[src/hw/rtl/bei_pkg.sv]
// Package: shared types, datapath operation codes and curve constants.
`default_nettype none
package bei_pkg;

  typedef struct packed {
    logic        cmd;
    logic [31:0] time_req;
    logic [15:0] level;
    logic [2:0]  curve;
  } bei_in_t;

  typedef struct packed {
    logic [15:0] sample;
    logic        accepted;
  } bei_out_t;

  localparam logic CMD_SAMPLE = 1'b0;
  localparam logic CMD_ADD    = 1'b1;

  localparam logic [2:0] CURVE_STEP     = 3'd0;
  localparam logic [2:0] CURVE_LINEAR   = 3'd1;
  localparam logic [2:0] CURVE_COSINE   = 3'd2;
  localparam logic [2:0] CURVE_EASE_IN  = 3'd3;
  localparam logic [2:0] CURVE_EASE_OUT = 3'd4;

  // datapath operations
  localparam logic [4:0] OP_NONE       = 5'd0;
  localparam logic [4:0] OP_LATCH      = 5'd1;
  localparam logic [4:0] OP_CLEAR      = 5'd2;
  localparam logic [4:0] OP_RD_LAST    = 5'd3;
  localparam logic [4:0] OP_POP        = 5'd4;
  localparam logic [4:0] OP_APPEND     = 5'd5;
  localparam logic [4:0] OP_SAMP_BEGIN = 5'd6;
  localparam logic [4:0] OP_RD_CUR     = 5'd7;
  localparam logic [4:0] OP_CUR_INC    = 5'd8;
  localparam logic [4:0] OP_LOAD_END   = 5'd9;
  localparam logic [4:0] OP_RD_PREV    = 5'd10;
  localparam logic [4:0] OP_LOAD_PREV  = 5'd11;
  localparam logic [4:0] OP_DIV_INIT   = 5'd12;
  localparam logic [4:0] OP_DIV_STEP   = 5'd13;
  localparam logic [4:0] OP_W_LIN      = 5'd14;
  localparam logic [4:0] OP_CUBE_PRE   = 5'd15;
  localparam logic [4:0] OP_MUL_XX     = 5'd16;
  localparam logic [4:0] OP_CUBE_F2    = 5'd17;
  localparam logic [4:0] OP_MUL_YX     = 5'd18;
  localparam logic [4:0] OP_CUBE_FIN   = 5'd19;
  localparam logic [4:0] OP_COS_U      = 5'd20;
  localparam logic [4:0] OP_MUL_XPI    = 5'd21;
  localparam logic [4:0] OP_SHX        = 5'd22;
  localparam logic [4:0] OP_SHY        = 5'd23;
  localparam logic [4:0] OP_MUL_YA     = 5'd24;
  localparam logic [4:0] OP_HORNER     = 5'd25;
  localparam logic [4:0] OP_COS_FIN    = 5'd26;
  localparam logic [4:0] OP_MUL_FIN    = 5'd27;
  localparam logic [4:0] OP_RESULT     = 5'd28;
  localparam logic [4:0] OP_RES_L0     = 5'd29;
  localparam logic [4:0] OP_RES_LAST   = 5'd30;
  localparam logic [4:0] OP_RES_START  = 5'd31;

  typedef struct packed {
    logic [4:0] op;
    logic       emit;
    logic       ok;
  } bei_cmd_t;

  typedef struct packed {
    logic       is_add;
    logic       t_zero;
    logic       cnt_zero;
    logic       cnt_full;
    logic       cur_end;
    logic       cur_zero;
    logic       t_lt_r;
    logic       div_skip;
    logic       div_last;
    logic       horner_done;
    logic [2:0] curve;
  } bei_stat_t;

  // Q30 constants for the cosine series
  localparam logic [31:0] Q30_ONE  = 32'h4000_0000;
  localparam logic [31:0] Q30_HALF = 32'h2000_0000;
  localparam logic [31:0] PI_Q30   = 32'd3373259426;
  localparam logic [31:0] CS_C1    = 32'd268435456;
  localparam logic [31:0] CS_C2    = 32'd22369621;
  localparam logic [31:0] CS_C3    = 32'd745654;
  localparam logic [31:0] CS_C4    = 32'd13315;
  localparam logic [31:0] CS_C5    = 32'd148;
  localparam logic [2:0]  HORNER_STEPS = 3'd4;

  function automatic logic [31:0] horner_coef(input logic [1:0] k);
    logic [31:0] c;
    case (k)
      2'd0:    c = CS_C4;
      2'd1:    c = CS_C3;
      2'd2:    c = CS_C2;
      default: c = CS_C1;
    endcase
    return c;
  endfunction

endpackage
`default_nettype wire

[src/hw/rtl/bei_ctrl.sv]
// Controller: sequences table updates, cursor walk, division and weighting.
`default_nettype none
module bei_ctrl import bei_pkg::*; (
  input  wire logic      clk_i,
  input  wire logic      rst_ni,
  input  wire logic      start_i,
  output logic           busy_o,
  input  wire bei_stat_t stat_i,
  output bei_cmd_t       cmd_o
);

  localparam logic [4:0] S_IDLE    = 5'd0;
  localparam logic [4:0] S_DISP    = 5'd1;
  localparam logic [4:0] S_POP_RD  = 5'd2;
  localparam logic [4:0] S_POP_CK  = 5'd3;
  localparam logic [4:0] S_APP     = 5'd4;
  localparam logic [4:0] S_WALK_RD = 5'd5;
  localparam logic [4:0] S_WALK_CK = 5'd6;
  localparam logic [4:0] S_LAST    = 5'd7;
  localparam logic [4:0] S_PREV_RD = 5'd8;
  localparam logic [4:0] S_PREV_LD = 5'd9;
  localparam logic [4:0] S_DIVI    = 5'd10;
  localparam logic [4:0] S_DIVS    = 5'd11;
  localparam logic [4:0] S_WSEL    = 5'd12;
  localparam logic [4:0] S_K1      = 5'd13;
  localparam logic [4:0] S_K2      = 5'd14;
  localparam logic [4:0] S_K3      = 5'd15;
  localparam logic [4:0] S_K4      = 5'd16;
  localparam logic [4:0] S_C1      = 5'd17;
  localparam logic [4:0] S_C2      = 5'd18;
  localparam logic [4:0] S_C3      = 5'd19;
  localparam logic [4:0] S_C4      = 5'd20;
  localparam logic [4:0] S_C5      = 5'd21;
  localparam logic [4:0] S_C6      = 5'd22;
  localparam logic [4:0] S_FMUL    = 5'd23;
  localparam logic [4:0] S_FRES    = 5'd24;
  localparam logic [4:0] S_EMIT    = 5'd25;

  logic [4:0] state_q, state_d;
  logic       ok_q, ok_d;
  logic [4:0] op;

  always_comb begin
    state_d = state_q;
    ok_d    = ok_q;
    op      = OP_NONE;
    unique case (state_q)
      S_IDLE: begin
        if (start_i) begin
          op      = OP_LATCH;
          ok_d    = 1'b1;
          state_d = S_DISP;
        end
      end
      S_DISP: begin
        if (stat_i.is_add) begin
          if (stat_i.t_zero) begin
            op      = OP_CLEAR;
            state_d = S_EMIT;
          end else begin
            state_d = S_POP_RD;
          end
        end else if (stat_i.cnt_zero) begin
          op      = OP_RES_START;
          state_d = S_EMIT;
        end else begin
          op      = OP_SAMP_BEGIN;
          state_d = S_WALK_RD;
        end
      end
      S_POP_RD: begin
        if (stat_i.cnt_zero) begin
          state_d = S_APP;
        end else begin
          op      = OP_RD_LAST;
          state_d = S_POP_CK;
        end
      end
      S_POP_CK: begin
        if (stat_i.t_lt_r) begin
          op      = OP_POP;
          state_d = S_POP_RD;
        end else begin
          state_d = S_APP;
        end
      end
      S_APP: begin
        if (stat_i.cnt_full) begin
          ok_d = 1'b0;
        end else begin
          op = OP_APPEND;
        end
        state_d = S_EMIT;
      end
      S_WALK_RD: begin
        if (stat_i.cur_end) begin
          op      = OP_RD_LAST;
          state_d = S_LAST;
        end else begin
          op      = OP_RD_CUR;
          state_d = S_WALK_CK;
        end
      end
      S_LAST: begin
        op      = OP_RES_LAST;
        state_d = S_EMIT;
      end
      S_WALK_CK: begin
        if (!stat_i.t_lt_r) begin
          op      = OP_CUR_INC;
          state_d = S_WALK_RD;
        end else begin
          op      = OP_LOAD_END;
          state_d = stat_i.cur_zero ? S_DIVI : S_PREV_RD;
        end
      end
      S_PREV_RD: begin
        op      = OP_RD_PREV;
        state_d = S_PREV_LD;
      end
      S_PREV_LD: begin
        op      = OP_LOAD_PREV;
        state_d = S_DIVI;
      end
      S_DIVI: begin
        op      = OP_DIV_INIT;
        state_d = stat_i.div_skip ? S_WSEL : S_DIVS;
      end
      S_DIVS: begin
        op = OP_DIV_STEP;
        if (stat_i.div_last) state_d = S_WSEL;
      end
      S_WSEL: begin
        case (stat_i.curve)
          CURVE_LINEAR: begin
            op      = OP_W_LIN;
            state_d = S_FMUL;
          end
          CURVE_COSINE: begin
            op      = OP_COS_U;
            state_d = S_C1;
          end
          CURVE_EASE_IN, CURVE_EASE_OUT: begin
            op      = OP_CUBE_PRE;
            state_d = S_K1;
          end
          default: begin
            op      = OP_RES_L0;
            state_d = S_EMIT;
          end
        endcase
      end
      S_K1: begin op = OP_MUL_XX;   state_d = S_K2;   end
      S_K2: begin op = OP_CUBE_F2;  state_d = S_K3;   end
      S_K3: begin op = OP_MUL_YX;   state_d = S_K4;   end
      S_K4: begin op = OP_CUBE_FIN; state_d = S_FMUL; end
      S_C1: begin op = OP_MUL_XPI;  state_d = S_C2;   end
      S_C2: begin op = OP_SHX;      state_d = S_C3;   end
      S_C3: begin op = OP_MUL_XX;   state_d = S_C4;   end
      S_C4: begin op = OP_SHY;      state_d = S_C5;   end
      S_C5: begin op = OP_MUL_YA;   state_d = S_C6;   end
      S_C6: begin
        if (stat_i.horner_done) begin
          op      = OP_COS_FIN;
          state_d = S_FMUL;
        end else begin
          op      = OP_HORNER;
          state_d = S_C5;
        end
      end
      S_FMUL: begin op = OP_MUL_FIN; state_d = S_FRES; end
      S_FRES: begin op = OP_RESULT;  state_d = S_EMIT; end
      S_EMIT: state_d = S_IDLE;
      default: state_d = S_IDLE;
    endcase
  end

  always_ff @(posedge clk_i or negedge rst_ni) begin
    if (!rst_ni) begin
      state_q <= S_IDLE;
      ok_q    <= 1'b1;
    end else begin
      state_q <= state_d;
      ok_q    <= ok_d;
    end
  end

  assign busy_o     = (state_q != S_IDLE);
  assign cmd_o.op   = op;
  assign cmd_o.emit = (state_q == S_EMIT);
  assign cmd_o.ok   = ok_q;

endmodule
`default_nettype wire

[config.mk]
export PLATFORM = sky130hd
export DESIGN_NAME = bei_ctrl
export DESIGN_NICKNAME = d
export VERILOG_FILES = /design/src/hw/rtl/bei_pkg.sv /design/src/hw/rtl/bei_ctrl.sv
export SDC_FILE = /design/constraint.sdc
export NUM_CORES = 1
export LEC_CHECK = 0
export BUFFER_PORTS_ARGS = -buffer_cell sky130_fd_sc_hd__buf_4
export CAP_MARGIN = 10
export CORE_MARGIN = 1
export CORE_UTILIZATION = 54
export DETAILED_ROUTE_END_ITERATION = 6
export MAX_ROUTING_LAYER = met4
export PLACE_DENSITY = 0.86
export SYNTH_ARGS = -nofsm -noshare
export SYNTH_HDL_FRONTEND = slang
export SYNTH_SLANG_ARGS = --single-unit
[constraint.sdc]
create_clock -name clk_i -period 1.8 [get_ports clk_i]
set_clock_uncertainty 0.2 [all_clocks]
set_input_delay 0 -clock clk_i [delete_from_list [all_inputs] [get_ports clk_i]]
set_output_delay 0 -clock clk_i [all_outputs]
set_load 0.01 [all_outputs]
==> run_results.csv, run 1 <==
group,metric,value,unit
placement,portBuffers,23,
floorplan,num_rows,15,
sta,worst_endpoint_kind,"primary output",
synth,netlist_area,1070,µm²
status,error_message,"[ERROR DPL-0038] Utilization greater than 100%, impossible to legalize",
floorplan,fp.dieW,46.6,µm
placement,hpwlAfterDp,3060,µm
clock_tree,cts_buffers,3,
synth,yosysWarnings,0,
clock_tree,clock_path_buffers,2,
clock_tree,root_buffer,"clkbuf_4",
synth,synth_fp_nets,170,
synth,async_flop_share,100,%
sta,worst_endpoint,"cmd_o[2]",
grt,grt_max_degree,14,
synth,syn_avg_cell_area,6.96,µm²
synth,synth_edf_count,0,
floorplan,start_util,59.5,%
floorplan,num_io_pins,24,
status,lastStage,"global routing (5_1_grt)",
synth,ys_ff_latch,6,
placement,gp_congestion,1.11,
floorplan,die_y,46.6,µm
synth,ys_seq_area_share,14.1,%
synth,yosys_most_used_dff,"dfrtp_1",
clock_tree,htree_levels,1,
synth,synthDistinctLibCells,53,
placement,dpl_cell_area,1390,µm²
clock_tree,clock-sinks,6,
status,status,"stopped before the end",
placement,post-place-ws,-0.120,ns
synth,synthCells,154,
==> stage by stage <==
stage	utilization (%)	std cells	hold WS [ns]
after global placement	77.2	216	-0.389
after floorplan	-	154	-0.496
after CTS	93.3	242	0.00987
after detailed placement	77.2	216	-0.382
==> synth_stat cells (all sizes together) (2+ instances only) <==
master  number  area [µm²]
nand2b       6        37.5
nor4bb       2        20.0
nor2         8        40.0
nand2       18        67.6
a31oi        5        31.3
or3          2        12.5
xnor2        2        17.5
o22ai        8        50.1
a21oi       11        55.1
a211oi       2        15.0
o21ai       15        75.1
o211ai       4        30.0
inv          3        11.3
o32ai        2        17.5
dfrtp        5         125
nor3         6        35.0
nor3b        2        20.0
nand3        7        35.0
nand3b       2        15.0
nor2b        6        40.0
a22oi        2        15.0
buf         14        95.1
==> timing repair <==
item,CTS
setup buffers,16
hold buffers,6
pin swaps,10
resized for setup,32
setup endpoints to repair,8
endpoints found under the hold margin,8
cloned,0
==> kinds of logic after synthesis <==
family                    after synthesis  share of synthesized area [%]
muxes                                   2                           1.98
DFF                                     6                           14.1
xor gates and xnor gates                3                           2.45
and+or+nand+nor                        63                           32.7
buffers and inverters                  17                           9.92
AOI/OAI and AO/OA                      63                           38.9
==> run 2: changes to the inputs <==
--- a/config.mk
+++ b/config.mk
@@ -7,11 +7,10 @@
 export LEC_CHECK = 0
 export BUFFER_PORTS_ARGS = -buffer_cell sky130_fd_sc_hd__buf_4
 export CAP_MARGIN = 10
-export CORE_MARGIN = 1
-export CORE_UTILIZATION = 54
+export CORE_AREA = 2 2 63 65
 export DETAILED_ROUTE_END_ITERATION = 6
-export MAX_ROUTING_LAYER = met4
-export PLACE_DENSITY = 0.86
+export DIE_AREA = 0 0 65 67
+export PLACE_DENSITY_LB_ADDON = 0.15
 export SYNTH_ARGS = -nofsm -noshare
 export SYNTH_HDL_FRONTEND = slang
 export SYNTH_SLANG_ARGS = --single-unit
==> run 2 against run 1 <==
  * The flow now finishes, with violations (negative setup slack)
  * Synthesized cell count stayed put
  * Synthesized area is the same
==> run_results.csv, run 2 <==
group,metric,value,unit
power_and_ir_drop,swShare,45.5,%
setup_path,worst_ep_required_time,1.60,ns
grt,gr-usage-all-layers,21.5,%
synth,synth_xor_area_share,2.45,%
synth,ys_seq_area_share,14.1,%
placement,portBuffers,23,
setup_path,worst-setup-path-type,"reg2out",
floorplan,num_rows,22,
detailed_routing,postRouteAntennaNets,0,
placement,gp_congestion,0.913,
power_and_ir_drop,p_per_area,1860,nW/µm²
clock_tree,cts_buffers,3,
setup_path,arrival,1.83,ns
layout,layout_common_cells,"67 x buf_4, 14 x buf_6, 13 x nand2_1",
synth,synth-adder-area-share,0,%
placement,hpwlAfterDp,3270,µm
detailed_routing,drc,0,
clock_tree,htree_levels,1,
layout,final_util,55.3,%
status,failed_checks,"negative setup slack",
grt,antenna_found_initial,0,
setup_path,path_buf_inv,3,
synth,syn_avg_cell_area,6.96,µm²
detailed_routing,wire_per_inst,16.8,µm
detailed_routing,viasPerCell,5.53,
sta,drv_slew,0,
detailed_routing,vias,1547,
setup_path,critPathMaxStageDelay,0.40,ns
synth,synth_fp_nets,170,
sta,setup_viol,9,
synth,synth-compound-area-share,38.9,%
worst_hold_path,hold_class,"in2reg",
clock_tree,clk_pin_slew,0.04,ns
power_and_ir_drop,finalPower,3.71,mW
synth,synth_simple_gate_area_share,32.7,%
synth,ys_ff_latch,6,
synth,synth_top_family_by_area,"compound AO/OA/AOI/OAI gates",
clock_tree,clk_latency,0.23,ns
setup_path,path_delay_family,"simple AND/OR/NAND/NOR gates",
synth,async_flop_share,100,%
layout,layout-drive-gt1-share,53.4,%
synth,synth_mux_area_share,1.98,%
power_and_ir_drop,p_int,2.02,mW
job,cap_violations,0,
setup_path,path_cells,"buf_4, inv_2, o21ai_0, nand4_1, nand3_2, or3_4, buf_6",
floorplan,design.die.area,4360,µm²
grt,grt_pass1_vias,1472,
layout,largest_register,"state_q",
setup_path,critPathLaunchType,"flop",
synth,yosysTopAreaCell,"dfrtp_1",
status,status,"finished with violations",
layout,top_regs,"state_q x5, ok_q x1",
power_and_ir_drop,p_sw,1.69,mW
clock_tree,root_buffer,"clkbuf_8",
layout,final_common_cell,"buf_4",
grt,grt_first_pass_wirelength,7300,µm
floorplan,coreArea,3610,µm²
clock_tree,clock-sinks,6,
synth,yosysMostFrequentCell,"nand2_1",
synth,synthCells,154,
synth,synth_common_cells,"18 x nand2_1, 14 x o21ai_0, 11 x a21oi_1",
layout,largest_register_ffs,5,
setup_path,critPathMaxFanout,5,
sta,max-slew-margin-rel,77.6,%
sta,fin_ws,-0.230,ns
power_and_ir_drop,seqPwrFrac,9.2,%
floorplan,fp.dieW,65,µm
clock_tree,clock_path_buffers,2,
clock_tree,cts_tree,"done",
synth,synth_edf_count,0,
power_and_ir_drop,power_leakage,0.850,nW
synth,yosys_most_used_dff,"dfrtp_1",
power_and_ir_drop,power_frac_comb,84.8,%
grt,grt_max_degree,15,
power_and_ir_drop,ir_drop,0.664,mV
sta,finalSetupTns,-0.806,ns
synth,ys_top_cells_by_area,"dfrtp_1 12%, o21ai_0 6.5%, nand2_1 6.3%, a21oi_1 5.1%, o22ai_1 4.7%",
layout,nets,249,
sta,tightest_slew,0.334,ns
synth,synth_top_area_share,11.7,%
floorplan,num_io_pins,24,
detailed_routing,routed_wl,4710,µm
synth,netlist_area,1070,µm²
detailed_routing,drt_iter0_drc,89,
synth,yosysWarnings,0,
synth,synthDistinctLibCells,53,
floorplan,die_y,67,µm
layout,num_antenna_cells,0,
grt,overflow,0,
sta,period_share,113,%
sta,min_period,2.03,ns
sta,fmax,0.493,GHz
detailed_routing,dr.pass1.iters,4,
sta,hold_viol,0,
layout,area_growth_syn_to_layout,86.0,%
power_and_ir_drop,clkPwrFrac,6.0,%
setup_path,cp_slowest_cell,"dfrtp_1",
sta,rsz0062_at_grt,"yes",
setup_path,endpoint_kind,"output port",
floorplan,start_util,29.7,%
[run 2: cell counts after synthesis]
Identical to the previous run, type by type.
[run 2: layer usage]
| metal | GRT usage (%) | part of all wire [%] | wire length [µm] |
|---|---|---|---|
| met1 | 28.9 | 45 | 2110 |
| met3 | 2.03 | 6.0 | 282 |
| met2 | 37.9 | 49 | 2290 |
| met4 | 2.93 | 0.81 | 38 |
| met5 | 0 | 0 | 0 |
[run 2: metrics by stage]
step | instance area, µm² | std cells | hold WS (ns) | setup WS, ns
6_report | 1990 | 280 | 0.00522 | -0.230
5_1_grt | 1990 | 280 | 0.00499 | -0.277
4_1_cts | 1850 | 275 | 0.000458 | -0.155
3_5_place_dp | 1530 | 250 | -0.387 | -0.113
3_3_place_gp | 1530 | 250 | -0.389 | -0.0780
2_1_floorplan | 1070 | 154 | -0.496 | 0.157
[run 2: cells by family after synthesis]
group / Yosys count
AO/OA/AOI/OAI: 63
XOR/XNOR: 3
buffers and inverters: 17
flip-flops: 6
multiplexers: 2
AND/OR/NAND/NOR: 63
[run 2: final cells by class]
| cell class | instances | area [µm²] |
|---|---|---|
| multi-input combinational | 131 | 971 |
| inverter | 3 | 11.3 |
| tap | 48 | 60.1 |
| sequential | 6 | 156 |
| clock buffer | 4 | 45.0 |
| fill | 348 | 1610 |
| timing repair buffer | 88 | 751 |
[run 2: worst min-delay path, stage by stage]
cell,delay (ns)
buf_4,0.13
o311a_1,0.17
a31oi_1,0.07
[run 2: worst paths after layout]
path	slack, ns	to	cells after the start	start
min in group asynchronous	0.06	ok_q$_DFFE_PN1P_	2	rst_ni
worst min-delay path	0.005	state_q[2]$_DFFE_PN0P_	3	stat_i[10]
max in group asynchronous	0.65	state_q[2]$_DFFE_PN0P_	3	rst_ni
worst max-delay path	-0.23	cmd_o[2]	7	state_q[4]$_DFFE_PN0P_
worst min register to register	0.29	ok_q$_DFFE_PN1P_	2	ok_q$_DFFE_PN1P_
worst max register to register	-0.04	state_q[0]$_DFFE_PN0P_	6	state_q[2]$_DFFE_PN0P_
[run 2: what timing repair did]
| item | 4_1_cts | 5_1_grt |
|---|---|---|
| gates resized for setup | 32 | 26 |
| endpoints found under the setup margin | 12 | 12 |
| hold buffers | 5 | 0 |
| buffers inserted | 16 | 6 |
| endpoints found under the hold margin | 8 | 0 |
| pin swaps | 13 | 12 |
[run 2: power groups by stage]
stage          clock network, mW  registers [mW]  logic (mW)
5_1_grt                    0.240           0.350        3.33
6_report                   0.221           0.342        3.15
3_5_place_dp                   0           0.322        2.31
3_3_place_gp                   0           0.327        2.32
4_1_cts                    0.220           0.328        2.80
2_1_floorplan                  0           0.240        1.39
Power figures use the tool's default switching activity.
==> run 3: changes to the inputs <==
--- a/config.mk
+++ b/config.mk
@@ -11,6 +11,8 @@
 export DETAILED_ROUTE_END_ITERATION = 6
 export DIE_AREA = 0 0 65 67
 export PLACE_DENSITY_LB_ADDON = 0.15
+export SETUP_SLACK_MARGIN = 0.3
 export SYNTH_ARGS = -nofsm -noshare
 export SYNTH_HDL_FRONTEND = slang
 export SYNTH_SLANG_ARGS = --single-unit
+export TNS_END_PERCENT = 1
==> run 3 against run 2 <==
  * The flow still finishes with violations (negative setup slack)
  * Largest power group unchanged
  * Clock-buffer cell count did not move
  * Sequential share of layout area increased by 1.4 points
  * Largest cell class unchanged
  * Non-clock buffer count is 23 lower
  * Maximum frequency grew 1.5%
  * Via count shrank 3.2%
  * Register-to-register slack worse by 0.02 ns
  * Clock power about the same
  * Critical path depth did not move
  * Combinational power shrank 20%
  * Wire length fell by 7.1%
==> run_results.csv, run 3 (same netlist as run 2, synthesis figures left out) <==
group,metric,value,unit
clock_tree,root_buffer,"clkbuf_8",
power_and_ir_drop,power_frac_comb,81.9,%
setup_path,reg2reg_depth,7,
sta,tightest_slew,0.416,ns
setup_path,path_buf_inv,2,
placement,portBuffers,23,
worst_hold_path,hold_class,"in2async",
layout,largest_register,"state_q",
power_and_ir_drop,swShare,47.9,%
setup_path,critical_path.startpoint,"state_q[0]$_DFFE_PN0P_",
floorplan,fp.dieW,65,µm
sta,max-slew-margin-rel,72.3,%
layout,layout-drive-gt1-share,40.7,%
power_and_ir_drop,clkPwrFrac,7.2,%
floorplan,coreArea,3610,µm²
power_and_ir_drop,p_int,1.60,mW
sta,fmax,0.500,GHz
placement,dpl_cell_area,1470,µm²
setup_path,cp_slowest_cell,"dfrtp_2",
layout,layoutNonFillerInstCount,257,
setup_path,worst_ep_required_time,1.60,ns
setup_path,path_delay_family,"flip-flops",
sta,period_share,111,%
floorplan,start_util,29.7,%
placement,gp_congestion,1.01,
job,cap_violations,0,
power_and_ir_drop,p_sw,1.47,mW
setup_path,path_cells,"buf_6, nor4bb_1, a31oi_1, o22ai_1, o2bb2ai_2, or3_4, buf_6",
grt,antenna_found_initial,0,
sta,fin_ws,-0.200,ns
layout,largest_register_ffs,5,
clock_tree,clk_latency,0.23,ns
clock_tree,cts_tree,"done",
clock_tree,clk_pin_slew,0.04,ns
floorplan,design.die.area,4360,µm²
setup_path,crit_path_frequent_cell,"buf_6",
grt,overflow,0,
detailed_routing,postRouteAntennaNets,0,
grt,grt_max_degree,14,
grt,grt_first_pass_wirelength,7100,µm
placement,post-place-ws,-0.0667,ns
sta,rsz0062_at_grt,"yes",
detailed_routing,dr.pass1.iters,4,
detailed_routing,routed_wl,4380,µm
status,failed_checks,"negative setup slack",
layout,final_common_cell,"buf_4",
setup_path,r2r-end,"state_q[2]$_DFFE_PN0P_",
power_and_ir_drop,finalPower,3.08,mW
detailed_routing,drc,0,
layout,top_regs,"state_q x5, ok_q x1",
clock_tree,clock_path_buffers,2,
setup_path,worst-setup-path-type,"reg2out",
clock_tree,cts_buffers,3,
setup_path,critPathLaunchType,"flop",
detailed_routing,drt_iter0_drc,102,
layout,layout_common_cells,"50 x buf_4, 17 x nand2_1, 11 x o21ai_0",
setup_path,arrival,1.80,ns
sta,min_period,2.00,ns
layout,area_growth_syn_to_layout,57.3,%
setup_path,endpoint_kind,"output port",
layout,num_antenna_cells,0,
floorplan,num_rows,22,
layout,nets,226,
floorplan,num_io_pins,24,
sta,hold_viol,0,
clock_tree,clock-sinks,6,
placement,placed_cells,242,
setup_path,rrSetupSlack,-0.06,ns
setup_path,critPathMaxStageDelay,0.48,ns
layout,design_area,1690,µm²
detailed_routing,wire_per_inst,17.0,µm
status,status,"finished with violations",
power_and_ir_drop,power_leakage,0.686,nW
setup_path,critPathMaxFanout,8,
power_and_ir_drop,p_per_area,1820,nW/µm²
setup_path,reg2reg_from,"state_q[0]$_DFFE_PN0P_",
grt,gr-usage-all-layers,21.2,%
detailed_routing,vias,1498,
power_and_ir_drop,seqPwrFrac,10.9,%
sta,drv_slew,0,
detailed_routing,viasPerCell,5.83,
placement,hpwlAfterDp,3230,µm
grt,grt_pass1_vias,1476,
clock_tree,htree_levels,1,
sta,finalHoldWorstSlack,0.0470,ns
floorplan,die_y,67,µm
sta,setup_viol,6,
power_and_ir_drop,ir_drop,0.776,mV
[run 3: metrics by stage]
step / TNS, ns / util [%]
after detailed placement: -0.143 / 40.8
final: -0.813 / 46.8
after global placement: -0.227 / 40.8
after floorplan: 0 / -
after global routing: -1.42 / 46.8
after CTS: -0.560 / 46.0
[run 3: worst max-delay path by stage]
stage          cells past startpoint                      to  slack [ns]
2_1_floorplan                      6  state_q[1]$_DFFE_PN0P_        0.23
3_3_place_gp                       6  state_q[2]$_DFFE_PN0P_       -0.13
3_5_place_dp                       7                cmd_o[2]       -0.07
4_1_cts                            7                cmd_o[2]       -0.17
5_1_grt                            7                cmd_o[2]       -0.27
6_report                           7                cmd_o[2]       -0.20
[run 3: layout make-up]
class	count	area, µm²
Sequential cell	6	156
Multi-Input combinational cell	131	873
Inverter	3	11.3
Tap cell	48	60.1
Clock buffer	4	45.0
Fill cell	368	1920
Timing Repair Buffer	65	541
[run 3: repair_timing]
item | in CTS | in global routing
hold buffers | 6 | 0
pin swaps | 6 | 1
resized for setup | 19 | 4
cloned | 0 | 0
hold endpoints to repair | 8 | 0
setup buffers | 4 | 1
setup endpoints to repair | 13 | 13
[run 3: worst reg2reg max path: cells and delay by family, from the launching register on]
kind | cells | cell delay, ns
compound gates | 3 | 0.54
flops | 1 | 0.48
simple gates | 2 | 0.28
buf+inv | 2 | 0.27
[run 3: layer usage]
metal / track usage (%) / share of wire, % / up-vias / wire length [µm]
met3: 3.89 / 9.2 / 12 / 403
li1: - / - / 696 / -
met2: 36.5 / 49 / 102 / 2150
met1: 26.1 / 39 / 688 / 1720
met5: 0 / 0 / - / 0
met4: 7.71 / 2.3 / 0 / 99
[run 3: power by group through the flow]
stage / clock [mW] / combinational (mW) / sequential [mW]
after floorplan: 0 / 1.48 / 0.254
after global placement: 0 / 2.25 / 0.320
after detailed placement: 0 / 2.21 / 0.327
after CTS: 0.221 / 2.41 / 0.327
after global routing: 0.236 / 2.70 / 0.341
final: 0.222 / 2.52 / 0.335
